--- config.mk ---
export PLATFORM = sky130hd
export DESIGN_NAME = buffer_lease_guard_top
export DESIGN_NICKNAME = d
export VERILOG_FILES = /design/src/rtl/core/blg_pkg.sv /design/src/rtl/core/blg_in_reg.sv /design/src/rtl/core/blg_core.sv /design/src/rtl/core/blg_out_reg.sv /design/src/rtl/core/buffer_lease_guard_top.sv
export SDC_FILE = /design/constraint.sdc
export NUM_CORES = 1
export LEC_CHECK = 0
export BUFFER_PORTS_ARGS = -buffer_cell sky130_fd_sc_hd__clkbuf_2
export CORE_MARGIN = 2
export CORE_UTILIZATION = 53
export DETAILED_ROUTE_END_ITERATION = 10
export GPL_TIMING_DRIVEN = 1
export PLACE_DENSITY_LB_ADDON = 0.15
export SYNTH_ARGS = -nofsm -noshare
export SYNTH_HDL_FRONTEND = slang
export SYNTH_SLANG_ARGS = --single-unit
export TNS_END_PERCENT = 5
--- constraint.sdc ---
create_clock -name clk_i -period 13.8 [get_ports clk_i]
set_input_delay 0.69 -clock clk_i [delete_from_list [all_inputs] [get_ports clk_i]]
set_output_delay 0.69 -clock clk_i [all_outputs]
set_load 0.02 [all_outputs]
--- src/rtl/core/blg_pkg.sv ---
// ----------------------------------------------------------------------------
// blg_pkg
// Shared types, action and status codes for the buffer lease guard.
// ----------------------------------------------------------------------------
package blg_pkg;

  localparam int unsigned COUNT_WIDTH_DEF = 16;
  localparam logic [31:0] GRACE_RESET     = 32'd100000;

  localparam logic [2:0] ACT_RESERVE = 3'd0;
  localparam logic [2:0] ACT_COMMIT  = 3'd1;
  localparam logic [2:0] ACT_CANCEL  = 3'd2;
  localparam logic [2:0] ACT_ACQUIRE = 3'd3;
  localparam logic [2:0] ACT_RELEASE = 3'd4;

  localparam logic [2:0] ST_OK           = 3'd0;
  localparam logic [2:0] ST_BUSY         = 3'd1;
  localparam logic [2:0] ST_GRACE        = 3'd2;
  localparam logic [2:0] ST_MISMATCH     = 3'd3;
  localparam logic [2:0] ST_SATURATED    = 3'd4;
  localparam logic [2:0] ST_NOT_RESERVED = 3'd5;

  typedef struct packed {
    logic [2:0]  action;
    logic [63:0] now_time;
    logic [63:0] uid_in;
  } blg_in_t;

  typedef struct packed {
    logic        ok;
    logic [2:0]  status;
    logic [63:0] uid_now;
    logic [15:0] ref_count;
    logic        reserved_now;
    logic [63:0] publish_time;
  } blg_out_t;

  typedef struct packed {
    logic valid;
    logic fire;
  } blg_ctrl_t;

endpackage

--- src/rtl/core/blg_in_reg.sv ---
// ----------------------------------------------------------------------------
// blg_in_reg
// Input register stage; holds one request transaction until it is evaluated.
// ----------------------------------------------------------------------------
module blg_in_reg import blg_pkg::*; (
  input  logic      clk_i,
  input  logic      rst_ni,
  input  logic      in_valid_i,
  output logic      in_stall_o,
  input  blg_in_t   in_data_i,
  input  logic      adv_i,
  output blg_ctrl_t ctrl_o,
  output blg_in_t   item_o
);

  logic    valid_q, valid_d;
  blg_in_t data_q;
  logic    load;

  assign in_stall_o = valid_q && !adv_i;
  assign load       = in_valid_i && !in_stall_o;

  always_comb begin
    valid_d = valid_q;
    if (load) begin
      valid_d = 1'b1;
    end else if (adv_i) begin
      valid_d = 1'b0;
    end
  end

  always_ff @(posedge clk_i or negedge rst_ni) begin
    if (!rst_ni) begin
      valid_q <= 1'b0;
    end else begin
      valid_q <= valid_d;
    end
  end

  always_ff @(posedge clk_i) begin
    if (load) begin
      data_q <= in_data_i;
    end
  end

  assign ctrl_o.valid = valid_q;
  assign ctrl_o.fire  = valid_q && adv_i;
  assign item_o       = data_q;

endmodule

--- src/rtl/core/blg_core.sv ---
// ----------------------------------------------------------------------------
// blg_core
// Lease state registers and the combinational decision logic for one request.
// ----------------------------------------------------------------------------
module blg_core import blg_pkg::*; #(
  parameter int unsigned CountWidth = COUNT_WIDTH_DEF
) (
  input  logic        clk_i,
  input  logic        rst_ni,
  input  logic        cfg_valid_i,
  input  logic [31:0] cfg_data_i,
  input  blg_ctrl_t   ctrl_i,
  input  blg_in_t     item_i,
  output blg_out_t    res_o
);

  logic [31:0]           grace_q;
  logic [63:0]           gen_q, gen_d;
  logic [CountWidth-1:0] cnt_q, cnt_d;
  logic                  rsv_q, rsv_d;
  logic [63:0]           pub_q, pub_d;
  logic [2:0]            status;
  logic [63:0]           elapsed;
  logic                  in_grace;
  logic [31:0]           cnt_ext;

  assign elapsed  = item_i.now_time - pub_q;
  assign in_grace = (pub_q != 64'd0) &&
                    ((item_i.now_time < pub_q) || (elapsed < {32'd0, grace_q}));

  always_comb begin
    gen_d  = gen_q;
    cnt_d  = cnt_q;
    rsv_d  = rsv_q;
    pub_d  = pub_q;
    status = ST_OK;
    unique case (item_i.action) inside
      ACT_RESERVE: begin
        if (rsv_q || (cnt_q != '0)) begin
          status = ST_BUSY;
        end else if (in_grace) begin
          status = ST_GRACE;
        end else begin
          rsv_d = 1'b1;
          gen_d = (gen_q == '1) ? 64'd1 : gen_q + 64'd1;
          pub_d = 64'd0;
        end
      end
      ACT_COMMIT, ACT_CANCEL: begin
        if (gen_q != item_i.uid_in) begin
          status = ST_MISMATCH;
        end else if (!rsv_q) begin
          status = ST_NOT_RESERVED;
        end else begin
          rsv_d = 1'b0;
          if (item_i.action == ACT_COMMIT) begin
            pub_d = item_i.now_time;
          end
        end
      end
      ACT_ACQUIRE: begin
        if (gen_q != item_i.uid_in) begin
          status = ST_MISMATCH;
        end else if (rsv_q) begin
          status = ST_BUSY;
        end else if (cnt_q == '1) begin
          status = ST_SATURATED;
        end else begin
          cnt_d = cnt_q + CountWidth'(1);
        end
      end
      ACT_RELEASE: begin
        if (rsv_q) begin
          status = ST_BUSY;
        end else if (cnt_q != '0) begin
          cnt_d = cnt_q - CountWidth'(1);
        end
      end
      default: status = ST_BUSY;
    endcase
  end

  assign cnt_ext = 32'(cnt_d);

  always_comb begin
    res_o.ok           = (status == ST_OK);
    res_o.status       = status;
    res_o.uid_now      = gen_d;
    res_o.ref_count    = cnt_ext[15:0];
    res_o.reserved_now = rsv_d;
    res_o.publish_time = pub_d;
  end

  always_ff @(posedge clk_i or negedge rst_ni) begin
    if (!rst_ni) begin
      grace_q <= GRACE_RESET;
    end else if (cfg_valid_i) begin
      grace_q <= cfg_data_i;
    end
  end

  always_ff @(posedge clk_i or negedge rst_ni) begin
    if (!rst_ni) begin
      gen_q <= 64'd0;
      cnt_q <= '0;
      rsv_q <= 1'b0;
      pub_q <= 64'd0;
    end else if (ctrl_i.fire) begin
      gen_q <= gen_d;
      cnt_q <= cnt_d;
      rsv_q <= rsv_d;
      pub_q <= pub_d;
    end
  end

  // readers and a pending reservation exclude each other
  a_rsv_no_readers: assert property (@(posedge clk_i) disable iff (!rst_ni)
    !(rsv_q && (cnt_q != '0)))
    else $error("reservation held while readers present");

  a_rsv_gen_nonzero: assert property (@(posedge clk_i) disable iff (!rst_ni)
    rsv_q |-> (gen_q != 64'd0))
    else $error("reservation with zero generation id");

  a_reserve_clears_pub: assert property (@(posedge clk_i) disable iff (!rst_ni)
    (ctrl_i.fire && (item_i.action == ACT_RESERVE) && (status == ST_OK))
      |=> (rsv_q && (pub_q == 64'd0)))
    else $error("reserve did not take effect");

  a_refused_no_change: assert property (@(posedge clk_i) disable iff (!rst_ni)
    (ctrl_i.fire && (status != ST_OK))
      |=> ($stable(gen_q) && $stable(cnt_q) && $stable(rsv_q) && $stable(pub_q)))
    else $error("refused request changed lease state");

endmodule

--- src/rtl/core/blg_out_reg.sv ---
// ----------------------------------------------------------------------------
// blg_out_reg
// Result register; holds one response transaction while the receiver stalls.
// ----------------------------------------------------------------------------
module blg_out_reg import blg_pkg::*; (
  input  logic      clk_i,
  input  logic      rst_ni,
  input  blg_ctrl_t ctrl_i,
  input  blg_out_t  res_i,
  output logic      adv_o,
  output logic      out_valid_o,
  input  logic      out_stall_i,
  output blg_out_t  out_data_o
);

  logic     valid_q, valid_d;
  blg_out_t data_q;

  assign adv_o = !valid_q || !out_stall_i;

  always_comb begin
    valid_d = valid_q;
    if (ctrl_i.fire) begin
      valid_d = 1'b1;
    end else if (!out_stall_i) begin
      valid_d = 1'b0;
    end
  end

  always_ff @(posedge clk_i or negedge rst_ni) begin
    if (!rst_ni) begin
      valid_q <= 1'b0;
    end else begin
      valid_q <= valid_d;
    end
  end

  always_ff @(posedge clk_i) begin
    if (ctrl_i.fire) begin
      data_q <= res_i;
    end
  end

  assign out_valid_o = valid_q;
  assign out_data_o  = data_q;

endmodule

--- src/rtl/core/buffer_lease_guard_top.sv ---
// ----------------------------------------------------------------------------
// buffer_lease_guard_top
// Lease guard for one shared buffer: writer reserve/commit/cancel and reader
// acquire/release against a generation id, reader count and publish time.
//
// Request channel (in_valid_i / in_stall_o / in_data_i) carries one action
// per transaction; response channel (out_valid_o / out_stall_i / out_data_o)
// returns exactly one result per request, in order. A transaction moves at
// an edge with valid high and stall low.
// Config channel (cfg_valid_i / cfg_ready_o / cfg_data_i) writes the grace
// period in microseconds; ready is always high. Write only while idle.
// A request waits in the input register; its result is registered in the
// result register. Throughput: one request per cycle while out_stall_i is
// low, set by the single evaluate-and-update pass on the state registers.
// Reset clears the id, count, flag and publish time and loads a grace
// period of 100000 us. While the receiver stalls, the result register and
// the input register each hold one transaction; once both are full the
// request channel stalls.
// ----------------------------------------------------------------------------
module buffer_lease_guard_top import blg_pkg::*; #(
  parameter int unsigned CountWidth = COUNT_WIDTH_DEF
) (
  input  logic        clk_i,
  input  logic        rst_ni,
  input  logic        cfg_valid_i,
  output logic        cfg_ready_o,
  input  logic [31:0] cfg_data_i,
  input  logic        in_valid_i,
  output logic        in_stall_o,
  input  blg_in_t     in_data_i,
  output logic        out_valid_o,
  input  logic        out_stall_i,
  output blg_out_t    out_data_o
);

  blg_ctrl_t ctrl;
  blg_in_t   item;
  blg_out_t  res;
  logic      adv;

  assign cfg_ready_o = 1'b1;

  blg_in_reg u_in_reg (
    .clk_i      (clk_i),
    .rst_ni     (rst_ni),
    .in_valid_i (in_valid_i),
    .in_stall_o (in_stall_o),
    .in_data_i  (in_data_i),
    .adv_i      (adv),
    .ctrl_o     (ctrl),
    .item_o     (item)
  );

  blg_core #(
    .CountWidth (CountWidth)
  ) u_core (
    .clk_i       (clk_i),
    .rst_ni      (rst_ni),
    .cfg_valid_i (cfg_valid_i && cfg_ready_o),
    .cfg_data_i  (cfg_data_i),
    .ctrl_i      (ctrl),
    .item_i      (item),
    .res_o       (res)
  );

  blg_out_reg u_out_reg (
    .clk_i       (clk_i),
    .rst_ni      (rst_ni),
    .ctrl_i      (ctrl),
    .res_i       (res),
    .adv_o       (adv),
    .out_valid_o (out_valid_o),
    .out_stall_i (out_stall_i),
    .out_data_o  (out_data_o)
  );

endmodule

* Yosys cells after proc, flatten, opt, wreduce, memory -nomap -nowiden
Index checks and enable logic that the tools add are counted.
** Operators by class
- Muxes and demuxes :: 33
- Equality and inequality tests :: 8
- Reduce and logical (&&, ||, !) cells :: 17
- Div/mod/pow operators :: 0
- Magnitude comparators :: 2
- $mul :: 0
- Shifts and indexed selects :: 0
- Add/sub/neg operators :: 4
- Bitwise operators :: 0
** Operator list (number)
- 64-bit two-way mux :: 9
- 64-bit one-hot mux with 2 select lines :: 1
- 16-bit two-way mux :: 5
- 64-bit by 1-bit adder with 64-bit output (second input constant) :: 1
- 64-bit equality test (second input constant) :: 1
- 64-bit by 32-bit less-than comparator with 1-bit output :: 1
- 64-bit less-than comparator :: 1
- 64-bit != test :: 1
- 64-bit nonzero test :: 1
- 64-bit subtractor :: 1
- 16-bit one-hot mux with 2 select lines :: 1
- 16-bit by 1-bit adder with 16-bit output (second input constant) :: 1
- 16-bit equality test (second input constant) :: 1
- 16-bit nonzero test :: 1
- 16-bit by 1-bit subtractor with 16-bit output (second input constant) :: 1
- 3-bit two-way mux :: 5
- 3-bit one-hot mux with 4 select lines :: 1
- 1-bit two-way mux :: 8
- 3-bit by 2-bit equality test with 1-bit output (second input constant) :: 2
- 3-bit zero test :: 2
- 1-bit logical AND :: 4
- 1-bit zero test :: 4
- 2-bit two-way mux :: 2
- 3-bit by 1-bit equality test with 1-bit output (second input constant) :: 1
- 6 further kinds :: 8
** Storage, ports and cells
- Bits in registers :: 459
- Logic and storage cells :: 80
- Memories kept :: 0
- ROM bits :: 0
- Output and inout port bits :: 152
- Memory bits (writable) :: 0
- Bits in latches :: 0
- Input bits :: 168

* Logic depth before layout (Yosys ltp)
- Word-level depth :: 8
- Mapped depth :: 25
- Gate-level depth less buffers :: 23

* Hierarchy
From an unflattened synthesis, not the netlist that was laid out.
** Unflattened totals
- Cell total of the unflattened synthesis :: 2737
- Area, all modules :: 27014.7 um^2
** By module, submodules not included
- blg_core :: area an instance 18487.7 um^2, cells an instance 2445, instances 1, seq. area each 4436.8 um^2
- blg_out_reg :: area an instance 4510.6 um^2, cells an instance 152, instances 1, seq. area each 4499.3 um^2
- blg_in_reg :: area an instance 4005.1 um^2, cells an instance 138, instances 1, seq. area each 3958.8 um^2
- buffer_lease_guard_top :: area an instance 11.3 um^2, cells an instance 2, instances 1, seq. area each 0.0 um^2

* Worst setup path before layout
Ideal clock, no wire load.
- Path type :: reg-to-reg
- From :: register u_core.pub_q[17]
- To :: register u_out_reg.data_q (netlist bit u_out_reg.out_data_o[126]) (data pin)
- Data arrival time :: 5812 ps
- Cell stages (with the launch flop) :: 22
- Library setup time :: 256 ps
- Period minus slack after synthesis :: 6068 ps
- Slack :: 7732 ps
- Cell sequence :: dfrtp_1 -> inv_1 -> ha_1 -> clkbuf_1 -> nand4_1 -> or3_1 -> a2111oi_0 -> nor2_1 -> xnor2_1 -> ha_1 -> and3_1 -> a221o_1 -> a32o_1 -> or4_1 -> or4_1 -> a2111oi_1 -> nand4b_1 -> nor4_4 -> a2111o_2 -> nor2_1 -> buf_2 -> a31o_2
** RTL lines
- from (decl) :: RTL line blg_core.sv:21 : logic [63:0] pub_q, pub_d;
- from (signal assigned) :: RTL line blg_core.sv:112 : pub_q <= pub_d;
- to (signal assigned) :: RTL line blg_out_reg.sv:40 : data_q <= res_i;
- to (decl) :: RTL line blg_out_reg.sv:17 : blg_out_t data_q;

* Worst setup path in the final report
- From :: register u_core.pub_q[7]
- To :: register u_core.pub_q[26]
** Between the ends
- Cells in the longest elaborated chain, start to end :: 7
- Elaborated cells on any way between the ends :: 9
- Those cells by class :: add/sub: 1; order compare: 2; mux: 3; reduce/logical: 3
** Ends and longest elaborated chain
- 64-bit subtractor :: RTL line blg_core.sv:27 : assign elapsed = item_i.now_time - pub_q;
- 64-bit by 32-bit less-than comparator with 1-bit output :: RTL line blg_core.sv:29 : ((item_i.now_time < pub_q) || (elapsed < {32'd0, grace_q}));
- 1-bit logical OR :: RTL line blg_core.sv:29
- 1-bit logical AND (*) :: RTL line blg_core.sv:28 : assign in_grace = (pub_q != 64'd0) &&
- 64-bit two-way mux (*) :: RTL line blg_core.sv:41 : end else if (in_grace) begin
- 64-bit two-way mux (*) :: RTL line blg_core.sv:39 : if (rsv_q || (cnt_q != '0)) begin
- 64-bit one-hot mux with 2 select lines (*) :: RTL line blg_core.sv:37 : unique case (item_i.action) inside
Mark *: on every way between the ends. The rest lies on a longest branch, timed or not.
A chain may end at the register's enable or synchronous reset.

==> reports/metrics.yaml <==
critical_path:
  critical_path.max_fanout: 76
  crit_buf_inv: 3
  worst_ep_required_time_ns: 14.30
  critical_path_arrival_ns: 8.39
  end_kind: "flop"
  cp_top_family: "compound AO/OA/AOI/OAI gates"
  slowest_stage: "a211oi_1"
  start_kind: "flop"
  path_cells: "inv_1, ha_1, nand2_1, a2111oi_0, o21ai_0, a211oi_1, nor2_1, xnor2_1, ha_1, and3_1, a221o_1, a32o_1, or4_1, or4_1, a2111oi_1, nand4b_1, nor4_4, a2111oi_4, buf_4, buf_4, o31ai_1"
  critical_path_class: "flop to flop"
  max_stage_delay_ns: 0.77
timing:
  setup_slack_ns: 5.91
  setup_viol: 0
  hold_viol: 0
  slew_viol_final: 0
  rsz0062_at_grt: "false"
  fmax_ghz: 0.127
  fin_crit_sh: 0.572
  min_period_ns: 7.89
  relSlewSlack: 0.198
  timing.hold.ws_ns: 0.0170
  worstMarginPinSlew_ns: 1.20
  finalClockSkew_ns: 0.0282
  tns_ns: 0
yosys:
  synth_seq_cells: 459
  synthCells: 2802
  synth_enable_flop_cells: 280
  synthesis.nets: 3069
  ys.flop_type: "edfxtp_1"
  synth_cell_type_count: 85
  postSynthAreaPerCell_um2: 9.51
  async_flop_share: 0.390
  syn_area_um2: 26700
  yosysWarnings: 0
  yosysSeqAreaShare: 0.484
pwr:
  power.internal_mw: 2.69
  finalPower_mw: 3.97
  leakagePower_nw: 12.7
  swShare: 0.322
  clock_power_share: 0.344
  power_density_nw_per_um2: 132
  peakVddDrop_mv: 0.109
  pwr-share-seq: 0.432
  switchingPower_mw: 1.28
  pwr-share-comb: 0.224
clock_tree:
  cts_hold_buf: 0
  cts-root-buf: "clkbuf_16"
  cts_tree: "yes"
  cts.clk_slew.worst_paths_ns: 0.06
  post_cts_buffers: 0
  clock_latency_ns: 0.62
  clockBufferDepth: 3
  cts_buffers: 50
  cts_resized: 0
  clock-sinks: 459
  h-tree-depth: 2
place:
  portBuffers: 318
  dp_slack_ns: 6.11
  gp_congestion: 0.973
  dp_cells: 3635
  place_hpwl_um: 61700
die:
  io_pins: 320
  num_rows: 82
  die_area_um2: 52100
  coreArea_um2: 49900
  die-width_um: 228
  dieHeight_um: 228
  start_util: 0.535
layout:
  stdcell_count: 3731
  nets: 3282
  area_growth_pct: 13.0
  fillers: 4263
  drive_gt1_frac: 0.157
  final_common_cell: "nand2_1"
  layout_common_cells: "nand2_1, clkbuf_2, edfxtp_1, a21oi_1, o21ai_0"
drt:
  wirelength_um: 85500
  drc: 0
  vias: 23100
  drt_iter0_markers: 2307
  viasPerCell: 6.19
  wire_per_inst_um: 22.9
  drt_first_pass_iters: 5
  ant_nets: 0
global_routing:
  track_usage: 0.322
  grt_antenna_before_repair: 3
  grt-ovfl-total: 0
  grt_pass1_vias: 22200
  grt_pass1_wl_um: 131000
  grt_max_degree: 128
flow_run:
  cap_violations: 0
status:
  status: "complete, no violations"
hold_path:
  holdCritPathClass: "primary input to async pin"
## flip-flops by register name, summed over array words and instances, names as in the netlist
| signal | count |
|---|---|
| u_core.cnt_q | 16 |
| u_core.grace_q | 32 |
| u_out_reg.out_valid_o | 1 |
| u_in_reg.item_o | 131 |
| u_core.pub_q | 64 |
| u_in_reg.valid_q | 1 |
| u_core.gen_q | 64 |
| u_out_reg.out_data_o | 149 |
| u_core.rsv_q | 1 |
## routing by layer
layer / global-route usage / wire (um)
met1: 0.440 / 35900
met5: 0 / 0
met2: 0.533 / 41100
met4: 0.110 / 2720
met3: 0.0418 / 5800
## synthesized netlist by cell type, types with 26 or more instances
cell        n  area (um^2)
a21oi_1   270         1350
a31oi_1    56          350
and3_1     35          219
clkbuf_1  116          435
dfrtp_1   173         4330
edfxtp_1  280         8410
ha_1       98         1230
inv_1     129          484
mux2i_1    26          260
nand2_1   433         1630
nand3_1    98          490
nand4_1    64          400
nor2_1    124          465
nor3_1     50          250
nor4_1     50          313
o21ai_0   187          936
o31ai_1    56          420
xnor2_1    87          762
xor2_1     89          780
## per-stage QoR
step | utilization | cell area [um^2]
finish | 0.604 | 30100
global route | 0.604 | 30100
CTS | 0.604 | 30100
detailed placement | 0.570 | 28400
global placement | 0.570 | 28400
floorplan | - | 26700
## worst reg2reg max path: cells and delay by family, from the launching register on
family | cells | cell delay (ns)
AO/OA/AOI/OAI | 8 | 3.26
XOR/XNOR | 1 | 0.17
flip-flops | 1 | 0.45
AND/OR/NAND/NOR | 7 | 2.21
buffers and inverters | 3 | 0.95
adder cells (fa/ha/maj) | 2 | 0.73
## logic make-up (layout without fill, tap and decap cells)
group,Yosys count,after routing,synth area share
DFF,459,459,0.484
adders and majority gates,99,99,0.0468
muxes,32,32,0.0123
AOI/OAI and AO/OA,769,769,0.180
buffers and inverters,309,564,0.0506
xor gates and xnor gates,176,176,0.0578
other,1,3,0.000141
and+or+nand+nor,957,957,0.168
## cell type report
class / instances / area (um^2) / share of cell area
Sequential cell: 459 / 12900 / 0.428
Timing Repair Buffer: 340 / 1770 / 0.0586
Multi-Input combinational cell: 2034 / 12400 / 0.413
Clock buffer: 80 / 1510 / 0.0500
Clock inverter: 14 / 169 / 0.00561
Antenna cell: 2 / 5.00 / 0.000166
Inverter: 130 / 495 / 0.0164
Tap cell: 672 / 841 / 0.0279
## path summary, 6_finish.rpt
kind	cells after the start	slack [ns]	start	end
worst max-delay path	21	5.91	u_core.pub_q[7]	u_core.pub_q[26]
worst min-delay path	1	0.02	rst_ni	u_core.grace_q[8]
worst max register to register	21	5.91	u_core.pub_q[7]	u_core.pub_q[26]
worst min register to register	2	0.52	u_core.grace_q[10]	u_core.grace_q[10]
max in group asynchronous	3	11.58	rst_ni	u_core.gen_q[51]
min in group clk_i	1	0.24	in_data_i[74]	u_in_reg.item_o[74]
## power by group through the flow
| stage | Clock [mW] | Sequential [mW] | Combinational [mW] |
|---|---|---|---|
| after CTS | 1.38 | 1.71 | 0.882 |
| after floorplan | 0 | 1.74 | 0.564 |
| final | 1.36 | 1.71 | 0.891 |
| after global routing | 1.43 | 1.73 | 0.974 |
| after global placement | 0 | 1.73 | 0.865 |
| after detailed placement | 0 | 1.73 | 0.876 |
Power figures use the tool's default switching activity.
